===== src/sv/pidsat_pkg.sv =====
package pidsat_pkg;

    localparam int ValW      = 16;
    localparam int GainW     = 16;
    localparam int TimeW     = 32;
    localparam int DriveW    = 8;
    localparam int ErrW      = 17;
    localparam int IntegW    = 8;
    localparam int CfgAddrW  = 3;
    localparam int CfgDataW  = 32;
    localparam int SatLimit  = 100;
    localparam int FracBits  = 8;

    localparam logic [GainW-1:0] GainReset     = 16'd128;
    localparam logic [TimeW-1:0] IntervalReset = '0;
    localparam logic [ValW-1:0]  SetpointReset = '0;

    typedef enum logic [CfgAddrW-1:0] {
        CFG_GAIN_P   = 3'd0,
        CFG_GAIN_I   = 3'd1,
        CFG_GAIN_D   = 3'd2,
        CFG_INTERVAL = 3'd3,
        CFG_SETPOINT = 3'd4
    } cfg_index_t;

    typedef struct packed {
        logic signed [GainW-1:0] gain_p;
        logic signed [GainW-1:0] gain_i;
        logic signed [GainW-1:0] gain_d;
        logic        [TimeW-1:0] update_interval;
        logic signed [ValW-1:0]  setpoint;
    } cfg_t;

endpackage


===== src/sv/pidsat_if.sv =====
interface pidsat_sample_if;
    import pidsat_pkg::*;

    logic                   valid;
    logic                   ready;
    logic signed [ValW-1:0] measurement;
    logic [TimeW-1:0]       time_now;

    modport source (output valid, measurement, time_now, input ready);
    modport sink   (input valid, measurement, time_now, output ready);
endinterface

interface pidsat_result_if;
    import pidsat_pkg::*;

    logic                     valid;
    logic                     ready;
    logic signed [DriveW-1:0] drive;
    logic                     due;

    modport source (output valid, drive, due, input ready);
    modport sink   (input valid, drive, due, output ready);
endinterface


===== src/sv/pidsat_cfg.sv =====
module pidsat_cfg (
    input  logic                           clk,
    input  logic                           rst_n,
    input  logic                           cfg_wen,
    input  logic [pidsat_pkg::CfgAddrW-1:0] cfg_index,
    input  logic [pidsat_pkg::CfgDataW-1:0] cfg_wdata,
    output pidsat_pkg::cfg_t               cfg
);
    import pidsat_pkg::*;

    cfg_t cfg_reg;
    cfg_t cfg_next;

    always_comb
    begin
        cfg_next = cfg_reg;
        if (cfg_wen)
        begin
            unique case (cfg_index_t'(cfg_index))
                CFG_GAIN_P:   cfg_next.gain_p          = cfg_wdata[GainW-1:0];
                CFG_GAIN_I:   cfg_next.gain_i          = cfg_wdata[GainW-1:0];
                CFG_GAIN_D:   cfg_next.gain_d          = cfg_wdata[GainW-1:0];
                CFG_INTERVAL: cfg_next.update_interval = cfg_wdata[TimeW-1:0];
                CFG_SETPOINT: cfg_next.setpoint        = cfg_wdata[ValW-1:0];
                default:      cfg_next                 = cfg_reg;
            endcase
        end
    end

    always_ff @(posedge clk or negedge rst_n)
    begin
        if (!rst_n)
        begin
            cfg_reg.gain_p          <= GainReset;
            cfg_reg.gain_i          <= GainReset;
            cfg_reg.gain_d          <= GainReset;
            cfg_reg.update_interval <= IntervalReset;
            cfg_reg.setpoint        <= SetpointReset;
        end
        else
        begin
            cfg_reg <= cfg_next;
        end
    end

    assign cfg = cfg_reg;

endmodule


===== src/sv/pidsat_core.sv =====
module pidsat_core (
    input  logic                                clk,
    input  logic                                rst_n,
    input  pidsat_pkg::cfg_t                    cfg,
    input  logic                                step_en,
    input  logic signed [pidsat_pkg::ValW-1:0]  measurement,
    input  logic [pidsat_pkg::TimeW-1:0]        time_now,
    output logic signed [pidsat_pkg::DriveW-1:0] drive,
    output logic                                due
);
    import pidsat_pkg::*;

    localparam int SumW   = ErrW + 1;
    localparam int PW     = GainW + ErrW;
    localparam int IW     = GainW + IntegW;
    localparam int DW     = GainW + SumW;
    localparam int AccW   = DW + 2;
    localparam int QuotW  = AccW - FracBits;

    localparam logic signed [SumW-1:0]  SumHi  = SumW'(SatLimit);
    localparam logic signed [SumW-1:0]  SumLo  = SumW'(-SatLimit);
    localparam logic signed [QuotW-1:0] QuotHi = QuotW'(SatLimit);
    localparam logic signed [QuotW-1:0] QuotLo = QuotW'(-SatLimit);
    localparam logic signed [AccW-1:0]  RoundBias = AccW'((1 << FracBits) - 1);

    logic signed [IntegW-1:0] integ_reg, integ_next;
    logic signed [ErrW-1:0]   prev_err_reg, prev_err_next;
    logic [TimeW-1:0]         last_time_reg, last_time_next;

    logic [TimeW-1:0]         elapsed;
    logic signed [ErrW-1:0]   err;
    logic signed [SumW-1:0]   integ_wide;
    logic signed [IntegW-1:0] integ_clamped;
    logic signed [SumW-1:0]   deriv;
    logic signed [PW-1:0]     p_prod;
    logic signed [IW-1:0]     i_prod;
    logic signed [DW-1:0]     d_prod;
    logic signed [AccW-1:0]   acc;
    logic signed [AccW-1:0]   acc_adj;
    logic signed [QuotW-1:0]  quot;
    logic signed [DriveW-1:0] drive_sat;

    assign elapsed = time_now - last_time_reg;
    assign due     = (elapsed >= cfg.update_interval);

    always_comb
    begin
        err        = {cfg.setpoint[ValW-1], cfg.setpoint} - {measurement[ValW-1], measurement};
        integ_wide = SumW'(integ_reg) + SumW'(err);
        if (integ_wide > SumHi)
            integ_clamped = IntegW'(SumHi);
        else if (integ_wide < SumLo)
            integ_clamped = IntegW'(SumLo);
        else
            integ_clamped = integ_wide[IntegW-1:0];

        deriv  = SumW'(err) - SumW'(prev_err_reg);
        p_prod = cfg.gain_p * err;
        i_prod = cfg.gain_i * integ_clamped;
        d_prod = cfg.gain_d * deriv;
        acc    = AccW'(p_prod) + AccW'(i_prod) + AccW'(d_prod);

        // arithmetic shift floors; bias negatives so the divide truncates toward zero
        acc_adj = acc[AccW-1] ? (acc + RoundBias) : acc;
        quot    = acc_adj[AccW-1:FracBits];

        if (quot > QuotHi)
            drive_sat = DriveW'(QuotHi);
        else if (quot < QuotLo)
            drive_sat = DriveW'(QuotLo);
        else
            drive_sat = quot[DriveW-1:0];
    end

    assign drive = due ? drive_sat : '0;

    always_comb
    begin
        integ_next     = integ_reg;
        prev_err_next  = prev_err_reg;
        last_time_next = last_time_reg;
        if (step_en && due)
        begin
            integ_next     = integ_clamped;
            prev_err_next  = err;
            last_time_next = time_now;
        end
    end

    always_ff @(posedge clk or negedge rst_n)
    begin
        if (!rst_n)
        begin
            integ_reg     <= '0;
            prev_err_reg  <= '0;
            last_time_reg <= '0;
        end
        else
        begin
            integ_reg     <= integ_next;
            prev_err_reg  <= prev_err_next;
            last_time_reg <= last_time_next;
        end
    end

    a_integ_bounded: assert property (@(posedge clk) disable iff (!rst_n)
        (integ_reg <= IntegW'(SatLimit)) && (integ_reg >= IntegW'(-SatLimit)))
        else $error("integral left its clamp range");

    a_idle_keeps_state: assert property (@(posedge clk) disable iff (!rst_n)
        !(step_en && due) |=> $stable(integ_reg) && $stable(prev_err_reg)
                              && $stable(last_time_reg))
        else $error("controller state changed without a due update");

    a_update_stamps_time: assert property (@(posedge clk) disable iff (!rst_n)
        (step_en && due) |=> last_time_reg == $past(time_now))
        else $error("update did not record its tick");

endmodule


===== src/sv/pid_controller_saturating_unit.sv =====
// PID controller with clamped integral and saturated output.
//
// Channels: "sample" takes one beat per control sample (measurement, time_now);
// "result" returns exactly one beat per sample (drive, due). Both use a
// valid/ready handshake; a beat moves on a clock edge with valid and ready high.
// Gains, update interval and setpoint are set through cfg_wen/cfg_index/cfg_wdata,
// one register per write. The user must write them only while the block holds no
// sample in flight; the block itself does not enforce this.
//
// A sample beat loads the input register; the single-pass PID datapath then feeds
// the result register. Throughput: one sample per cycle while result is not
// stalled. The controller state (integral, last error, last update tick) is
// updated when due, in the same edge that loads the result, so the next sample,
// already waiting in the input register, sees it at once.
//
// Reset: gains return to 0.5 (Q8.8), interval and setpoint to 0, state clears,
// both pipeline registers empty. When the receiver stalls, the result register
// holds; one more sample can sit in the input register, after which sample.ready
// drops until result is taken.
module pid_controller_saturating_unit (
    input  logic                            clk,
    input  logic                            rst_n,
    pidsat_sample_if.sink                   sample,
    pidsat_result_if.source                 result,
    input  logic                            cfg_wen,
    input  logic [pidsat_pkg::CfgAddrW-1:0] cfg_index,
    input  logic [pidsat_pkg::CfgDataW-1:0] cfg_wdata
);
    import pidsat_pkg::*;

    cfg_t cfg;

    // input register
    logic                     in_valid_reg;
    logic signed [ValW-1:0]   meas_reg;
    logic [TimeW-1:0]         time_reg;

    // result register
    logic                     out_valid_reg;
    logic signed [DriveW-1:0] drive_reg;
    logic                     due_reg;

    logic                     step_fire;
    logic                     sample_take;
    logic signed [DriveW-1:0] core_drive;
    logic                     core_due;

    // a sample advances when the result register is empty or being drained
    assign step_fire   = in_valid_reg && (!out_valid_reg || result.ready);
    assign sample.ready = !in_valid_reg || step_fire;
    assign sample_take = sample.valid && sample.ready;

    pidsat_cfg u_cfg (
        .clk       (clk),
        .rst_n     (rst_n),
        .cfg_wen   (cfg_wen),
        .cfg_index (cfg_index),
        .cfg_wdata (cfg_wdata),
        .cfg       (cfg)
    );

    pidsat_core u_core (
        .clk         (clk),
        .rst_n       (rst_n),
        .cfg         (cfg),
        .step_en     (step_fire),
        .measurement (meas_reg),
        .time_now    (time_reg),
        .drive       (core_drive),
        .due         (core_due)
    );

    always_ff @(posedge clk or negedge rst_n)
    begin
        if (!rst_n)
        begin
            in_valid_reg  <= 1'b0;
            out_valid_reg <= 1'b0;
        end
        else
        begin
            if (sample_take)
                in_valid_reg <= 1'b1;
            else if (step_fire)
                in_valid_reg <= 1'b0;

            if (step_fire)
                out_valid_reg <= 1'b1;
            else if (result.ready)
                out_valid_reg <= 1'b0;
        end
    end

    // payload registers: no reset needed
    always_ff @(posedge clk)
    begin
        if (sample_take)
        begin
            meas_reg <= sample.measurement;
            time_reg <= sample.time_now;
        end
        if (step_fire)
        begin
            drive_reg <= core_drive;
            due_reg   <= core_due;
        end
    end

    assign result.valid = out_valid_reg;
    assign result.drive = drive_reg;
    assign result.due   = due_reg;

    a_drive_in_range: assert property (@(posedge clk) disable iff (!rst_n)
        result.valid |-> (drive_reg <= DriveW'(SatLimit)) && (drive_reg >= DriveW'(-SatLimit)))
        else $error("drive outside saturation range");

    a_not_due_zero: assert property (@(posedge clk) disable iff (!rst_n)
        (result.valid && !due_reg) |-> drive_reg == '0)
        else $error("drive nonzero on a skipped update");

    a_stall_only_when_full: assert property (@(posedge clk) disable iff (!rst_n)
        !sample.ready |-> in_valid_reg && out_valid_reg && !result.ready)
        else $error("sample channel stalled with room in the pipeline");

    a_fire_loads_result: assert property (@(posedge clk) disable iff (!rst_n)
        step_fire |=> out_valid_reg)
        else $error("processed sample produced no result beat");

endmodule

===== src/flat_wrapper.sv =====
// flat-port wrapper written by rule: the top's interface ports become plain ports
module pid_controller_saturating_unit_flat import pidsat_pkg::*;
  (clk, rst_n, cfg_wen, cfg_index, cfg_wdata, sample_valid, sample_measurement, sample_time_now, sample_ready, result_valid, result_drive, result_due, result_ready);
  pidsat_sample_if sample_i ();
  pidsat_result_if result_i ();
  input  logic clk;
  input  logic rst_n;
  input  logic cfg_wen;
  input  logic [pidsat_pkg::CfgAddrW-1:0] cfg_index;
  input  logic [pidsat_pkg::CfgDataW-1:0] cfg_wdata;
  input wire logic [$bits(sample_i.valid)-1:0] sample_valid;
  input wire logic [$bits(sample_i.measurement)-1:0] sample_measurement;
  input wire logic [$bits(sample_i.time_now)-1:0] sample_time_now;
  output wire logic [$bits(sample_i.ready)-1:0] sample_ready;
  output wire logic [$bits(result_i.valid)-1:0] result_valid;
  output wire logic [$bits(result_i.drive)-1:0] result_drive;
  output wire logic [$bits(result_i.due)-1:0] result_due;
  input wire logic [$bits(result_i.ready)-1:0] result_ready;
  assign sample_i.valid = sample_valid;
  assign sample_i.measurement = sample_measurement;
  assign sample_i.time_now = sample_time_now;
  assign sample_ready = sample_i.ready;
  assign result_valid = result_i.valid;
  assign result_drive = result_i.drive;
  assign result_due = result_i.due;
  assign result_i.ready = result_ready;
  pid_controller_saturating_unit u_core (.clk(clk), .rst_n(rst_n), .sample(sample_i), .result(result_i), .cfg_wen(cfg_wen), .cfg_index(cfg_index), .cfg_wdata(cfg_wdata));
endmodule

===== config.mk =====
export PLATFORM = sky130hd
export DESIGN_NAME = pid_controller_saturating_unit_flat
export DESIGN_NICKNAME = d
export VERILOG_FILES = /design/src/sv/pidsat_pkg.sv /design/src/sv/pidsat_if.sv /design/src/sv/pidsat_cfg.sv /design/src/sv/pidsat_core.sv /design/src/sv/pid_controller_saturating_unit.sv /design/src/flat_wrapper.sv
export SDC_FILE = /design/constraint.sdc
export NUM_CORES = 2
export LEC_CHECK = 0
export BUFFER_PORTS_ARGS = -buffer_cell sky130_fd_sc_hd__buf_4
export CORE_ASPECT_RATIO = 0.8
export CORE_MARGIN = 4
export CORE_UTILIZATION = 52
export DETAILED_ROUTE_END_ITERATION = 8
export PLACE_DENSITY_LB_ADDON = 0.25
export SYNTH_ARGS = -nofsm -noshare
export SYNTH_HDL_FRONTEND = slang
export SYNTH_HIERARCHICAL = 1
export SYNTH_SLANG_ARGS = --single-unit

===== constraint.sdc =====
create_clock -name clk -period 15.5 [get_ports clk]
set_clock_uncertainty 0.15 [all_clocks]
set_input_delay 3.1 -clock clk [delete_from_list [all_inputs] [get_ports clk]]
set_output_delay 3.1 -clock clk [all_outputs]
set_load 0.01 [all_outputs]

# [Word-level counts from Yosys, hierarchy flattened]
# Cells that the tools add are included.
[word_totals] in_bits=88 wordCells=62 reg_bits=212
[classes] add_sub_neg=7 multipliers=3 n_reduce_logical=17 bitwise=1 eq_ne=4 n_mux=9 magnitude_cmp=5
[op_table] cell="$add 35x9->36 const B" count=1
[op_table] cell="$mux 36" count=1
[op_table] cell="$add 34x34->35" count=1
[op_table] cell="$add 33x24->34" count=1
[op_table] cell="$mul 16x18->34" count=1
[op_table] cell="$mul 16x17->33" count=1
[op_table] cell="$ge 32x32->1" count=1
[op_table] cell="$sub 32x32->32" count=1
[op_table] cell="$gt 28x8->1 const B" count=1
[op_table] cell="$lt 28x8->1 const B" count=1
[op_table] cell="$mul 16x8->24" count=1
[op_table] cell="$mux 8" count=3
[op_table] cell="$add 8x17->18" count=1
[op_table] cell="$gt 18x8->1 const B" count=1
[op_table] cell="$lt 18x8->1 const B" count=1
[op_table] cell="$sub 17x17->18" count=1
[op_table] cell="$sub 16x16->17" count=1
[op_table] cell="$reduce_and 2->1" count=5
[op_table] cell="$mux 7" count=1
[op_table] cell="$eq 3x2->1 const B" count=2
[op_table] cell="$mux 1" count=4
[op_table] cell="$reduce_bool 2->1" count=2
[op_table] cell="$eq 3x1->1 const B" count=1
[op_table] cell="$eq 3x3->1 const B" count=1
[op_table] cell="7 further kinds" count=11

# [Longest topological paths before layout]
[depth] depth_word=13 mapped_depth=59

# [By module]
# The synthesis kept the hierarchy.
[modules_own_cells] module="pidsat_core" instances=1 area_per_inst_um2=34619.5 seq_area_each_um2=1426.4 cells_each=3862
[modules_own_cells] module="pidsat_cfg" instances=1 area_per_inst_um2=3619.7 seq_area_each_um2=2406.1 cells_each=207
[modules_own_cells] module="pid_controller_saturating_unit" instances=1 area_per_inst_um2=1815.5 seq_area_each_um2=1761.7 cells_each=65

# [Worst setup path after synthesis]
# OpenSTA, ideal clock, no wires.
[synth_timing] path_kind="register to register" start="register u_core.u_cfg.cfg_reg (netlist bit u_core/u_cfg/cfg[0])" end="register u_core.drive_reg[4] (netlist: u_core/result.drive[4]) (data pin)" setup_ns=0.256 path_buffers=5 t_arrival_ns=13.043 stages_incl_launch_ff=58 synth_period_minus_slack_ns=13.449 setup_slack_ns=2.051 path_cell_list="dfrtp_1 -> inv_1 -> ha_1 -> fa_1 -> nor2b_1 -> o21ai_0 -> a21boi_0 -> o21ai_0 -> a21boi_0 -> o21ai_0 -> nand2_1 -> and2_1 -> o21ai_0 -> nor2b_1 -> xnor2_1 -> clkbuf_1 -> ha_1 -> o21a_1 -> [22 not listed] -> fa_1 -> inv_1 -> fa_1 -> inv_1 -> ha_1 -> clkbuf_1 -> a21o_1 -> a311o_1 -> and3_1 -> a31oi_1 -> o31ai_2 -> a221oi_2 -> xor2_1 -> nor4b_2 -> a41oi_1 -> o21ai_2 -> o21ai_1 -> o211a_1"
[synth_via] elab_chain_cells=12
[synth_lines] element="start: declaration" line="pidsat_cfg.sv:11" text="cfg_t cfg_reg;"
[synth_lines] element="start signal: assignment" line="pidsat_cfg.sv:42" text="cfg_reg <= cfg_next;"
[synth_lines] element="$sub 16x16->17 (*)" line="pidsat_core.sv:48" text="err = {cfg.setpoint[ValW-1], cfg.setpoint} - {measurement[ValW-1], measurement};"
[synth_lines] element="named net u_core.u_core.err[10]" line="pidsat_core.sv:31" text="logic signed [ErrW-1:0] err;"
[synth_lines] element="$add 8x17->18 (*)" line="pidsat_core.sv:49" text="integ_wide = SumW'(integ_reg) + SumW'(err);"
[synth_lines] element="$lt 18x8->1" line="pidsat_core.sv:52" text="else if (integ_wide < SumLo)"
[synth_lines] element="$mux 8" line="pidsat_core.sv:52"
[synth_lines] element="$mux 8 (*)" line="pidsat_core.sv:50" text="if (integ_wide > SumHi)"
[synth_lines] element="named net u_core.u_core.integ_clamped[7]" line="pidsat_core.sv:33" text="logic signed [IntegW-1:0] integ_clamped;"
[synth_lines] element="$mul 16x8->24 (*)" line="pidsat_core.sv:59" text="i_prod = cfg.gain_i * integ_clamped;"
[synth_lines] element="$add 33x24->34 (*)" line="pidsat_core.sv:61" text="acc = AccW'(p_prod) + AccW'(i_prod) + AccW'(d_prod);"
[synth_lines] element="$add 34x34->35 (*)" line="pidsat_core.sv:61"
[synth_lines] element="$add 35x9->36" line="pidsat_core.sv:64" text="acc_adj = acc[AccW-1] ? (acc + RoundBias) : acc;"
[synth_lines] element="$mux 36 (*)" line="pidsat_core.sv:64"
[synth_lines] element="$lt 28x8->1 / $gt 28x8->1 (equally long branches)" line="pidsat_core.sv:69, pidsat_core.sv:67"
[synth_lines] element="$mux 8 / $reduce_or 2->1 (equally long branches)"
[synth_lines] element="end signal: assignment" line="pid_controller_saturating_unit.sv:104" text="drive_reg <= core_drive;"
[synth_lines] element="end: declaration" line="pid_controller_saturating_unit.sv:40" text="logic signed [DriveW-1:0] drive_reg;"
# The timed path passes the listed nets; every way through them passes the cells marked *.
# A chain may end at the register's enable or synchronous reset.

# [Worst setup path in the final report]
[layout_timing] start="register u_core.meas_reg[1]" end="register u_core.drive_reg[1] (netlist: u_core/result.drive[1]) (data pin)"
[layout_via] elab_chain_cells=12
[layout_lines] element="start: declaration" line="pid_controller_saturating_unit.sv:35" text="logic signed [ValW-1:0] meas_reg;"
[layout_lines] element="start signal: assignment" line="pid_controller_saturating_unit.sv:99" text="meas_reg <= sample.measurement;"
[layout_lines] element="$sub 16x16->17 (*)" line="pidsat_core.sv:48"
[layout_lines] element="$add 8x17->18" line="pidsat_core.sv:49"
[layout_lines] element="$lt 18x8->1" line="pidsat_core.sv:52"
[layout_lines] element="$mux 8" line="pidsat_core.sv:52"
[layout_lines] element="$mux 8" line="pidsat_core.sv:50"
[layout_lines] element="$mul 16x8->24" line="pidsat_core.sv:59"
[layout_lines] element="$add 33x24->34" line="pidsat_core.sv:61"
[layout_lines] element="$add 34x34->35 (*)" line="pidsat_core.sv:61"
[layout_lines] element="$add 35x9->36" line="pidsat_core.sv:64"
[layout_lines] element="$mux 36 (*)" line="pidsat_core.sv:64"
[layout_lines] element="$gt 28x8->1 / $lt 28x8->1 (equally long branches)" line="pidsat_core.sv:67, pidsat_core.sv:69"
[layout_lines] element="$reduce_or 3->1 (no line)"
# Mark *: on every way between the ends. The rest lies on a longest branch, timed or not.

==> results_dict.tcl <==
set metrics [dict create \
    synth_edf_count 57 \
    ys_types 105 \
    tritoncts "built" \
    path_clk_slew_ns 0.07 \
    crit_slowest_cell "fa_1" \
    status "finished clean" \
    synth_top_area_share_pct 41.1 \
    synth_ff_type "dfrtp_1" \
    finalWirelength_um 108000 \
    route.vias.total 28300 \
    synth_compound_area_share_pct 6.89 \
    grt_pass1_wl_um 173000 \
    yosys.area_share.simple_pct 13.5 \
    synth_top_family_by_area "adder cells" \
    syn-num-nets 5321 \
    die_h_um 256 \
    cp-end-kind "flop" \
    rsz0062_at_grt "no" \
    wl_per_cell_um 20.7 \
    initial_utilization_pct 52.8 \
    cp_common_cell "fa_1" \
    grt_max_degree 104 \
    finalCriticalPeriod_ns 14.51 \
    hp-class "reg -> reg" \
    root_buffer "clkbuf_16" \
    drcViolationCount 0 \
    yosysSeqAreaShare_pct 14.0 \
    synth_common_cells "inv_1, fa_1, nand2_1, ha_1, and2_1" \
    drive_gt1_share_pct 8.89 \
    htreeDepth 1 \
    die_x_um 318 \
    syn_avg_cell_area_um2 9.69 \
    cp.arrival_ns 14.65 \
    fmax_ghz 0.0689 \
    synthTopCellsByArea "fa_1, dfrtp_1, inv_1" \
    nNetsFinal 5368 \
    postCtsHoldBufs 0 \
    r2r_setup_slack_ns 0.99 \
    startpoint_type "flop" \
    crit_required_ns 15.65 \
    cts_buffers 23 \
    via_per_inst 5.43 \
    fin_area_um2 42800 \
    largest_reg_flops 96 \
    hpwl_um 90200 \
    max_stage_delay_ns 0.75 \
    syn2layout_area_growth_pct 6.89 \
    slew_headroom_pct 18.1 \
    syn_inst 4134 \
    drv_slew 0 \
    synth.most_common_cell "inv_1" \
    synthMuxAreaShare_pct 3.16 \
    antenna_found_initial 3 \
    insertion_delay_ns 0.55 \
    grt_overflow 0 \
    cts_max_path_buffers 3 \
    synth_xor_area_share_pct 2.25 \
    crit_type "reg -> reg" \
    cts_num_sinks 212 \
    critPathMaxFanout 19 \
    worst_pin_slew_ns 1.23 \
    dieArea_um2 81600 \
    ys_ff_latch 212 \
    setup_viol 0 \
    place_congestion 0.975 \
    netlist_area_um2 40100 \
    drtIter0Drc 2169 \
    grt_pass1_vias 29600 \
    grt_use_total_pct 27.1 \
    ys_warn_count 6 \
    place_area_um2 42100 \
    port_buffers 98 \
    synth.largest_area_cell "fa_1" \
    synthArstFlopShare_pct 73.1 \
    io_pins 99 \
    finalSetupTns_ns 0 \
    synth_fa_ha_area_share_pct 49.8 \
    hold_viol_final 0 \
    ant_nets 0 \
    drv_cap 0 \
    firstDrtPassIters 5 \
    core_um2 75900 \
    period_share_pct 93.6 \
    antenna_cells 0 \
    row_count 90 \
]
## worst max-delay path, delay by kind of cell, from the launching register on
| kind | cells | cell delay [ns] |
|---|---|---|
| AO/OA/AOI/OAI | 17 | 4.33 |
| XOR/XNOR | 2 | 0.28 |
| adder cells (fa/ha/maj) | 11 | 5.12 |
| buffers and inverters | 7 | 1.17 |
| flip-flops | 1 | 0.43 |
| AND/OR/NAND/NOR | 13 | 2.74 |
## cells in the final DEF (no fill, tap or decap), types with 10 or more instances in the layout
master and n:
nor3_1 28, and2_1 192, nand4_1 11, buf_4 152, ha_1 276, o21a_1 28, fa_1 823, a31oi_1 10
o21bai_1 13, o211ai_1 19, nor4_1 12, nor2b_1 80, and3_1 29, clkbuf_16 24, nand3_1 18, dfrtp_1 152
a21o_1 29, or2_2 12, nand2b_1 36, mux2_2 108, nor2_1 124, xnor2_1 66, o21ai_0 102, a21boi_0 11
edfxtp_1 57, nand2_1 509, xor2_1 25, a21oi_1 76, inv_1 971
## cells by family after synthesis
family / Yosys count
buffers and inverters: 1105
AND/OR/NAND/NOR: 1105
adder cells (fa/ha/maj): 1099
AO/OA/AOI/OAI: 399
flip-flops: 212
multiplexers: 113
XOR/XNOR: 101
## what timing repair did
action | CTS | global route
setup buffers | 0 | 0
resized for setup | 0 | 2
setup endpoints to repair | 0 | 4
## per-layer routing
metal  global-route usage [%]  vias up  routed length [um]
met5                        0        -                   0
met4                     4.24        0                1820
met3                     8.26      112               12100
met2                     38.1     1141               43800
met1                     42.2    14300               50300
li1                         -    12700                   -
## per-stage QoR
| stage | hold slack (ns) | utilization [%] | worst slack [ns] | std cells |
|---|---|---|---|---|
| after floorplan | 0.300 | - | 2.05 | 4134 |
| after global placement | 0.317 | 55.4 | 1.45 | 5168 |
| after detailed placement | 0.332 | 55.4 | 1.13 | 5168 |
| after CTS | 0.330 | 56.4 | 1.10 | 5209 |
| after global routing | 0.360 | 56.4 | 0.0697 | 5209 |
| final | 0.328 | 56.4 | 0.993 | 5209 |
## worst paths after layout
| path | cells after the start | startpoint | endpoint |
|---|---|---|---|
| worst max-delay path | 50 | u_core/meas_reg[1] | u_core/result.drive[1] |
| worst min-delay path | 2 | u_core/time_reg[29] | u_core/u_core/last_time_reg[29] |
| worst max register to register | 50 | u_core/meas_reg[1] | u_core/result.drive[1] |
| worst min register to register | 2 | u_core/time_reg[29] | u_core/u_core/last_time_reg[29] |
| max in group asynchronous | 2 | rst_n | u_core/u_cfg/cfg[1] |
| min in group asynchronous | 1 | rst_n | u_core/u_cfg/cfg[45] |
## cell type report
class                   instances  area (um^2)
multi-input cells            2817        30400
well taps                    1012         1270
inverters                     974         3660
clock inverters                12          106
repair buffers                153         1150
fillers                      6748        33100
flip-flops and latches        212         5590
clock buffers                  29          629
Power is not shown: default switching activity piles up to over one toggle a cycle in this logic, so the estimate is an artifact.
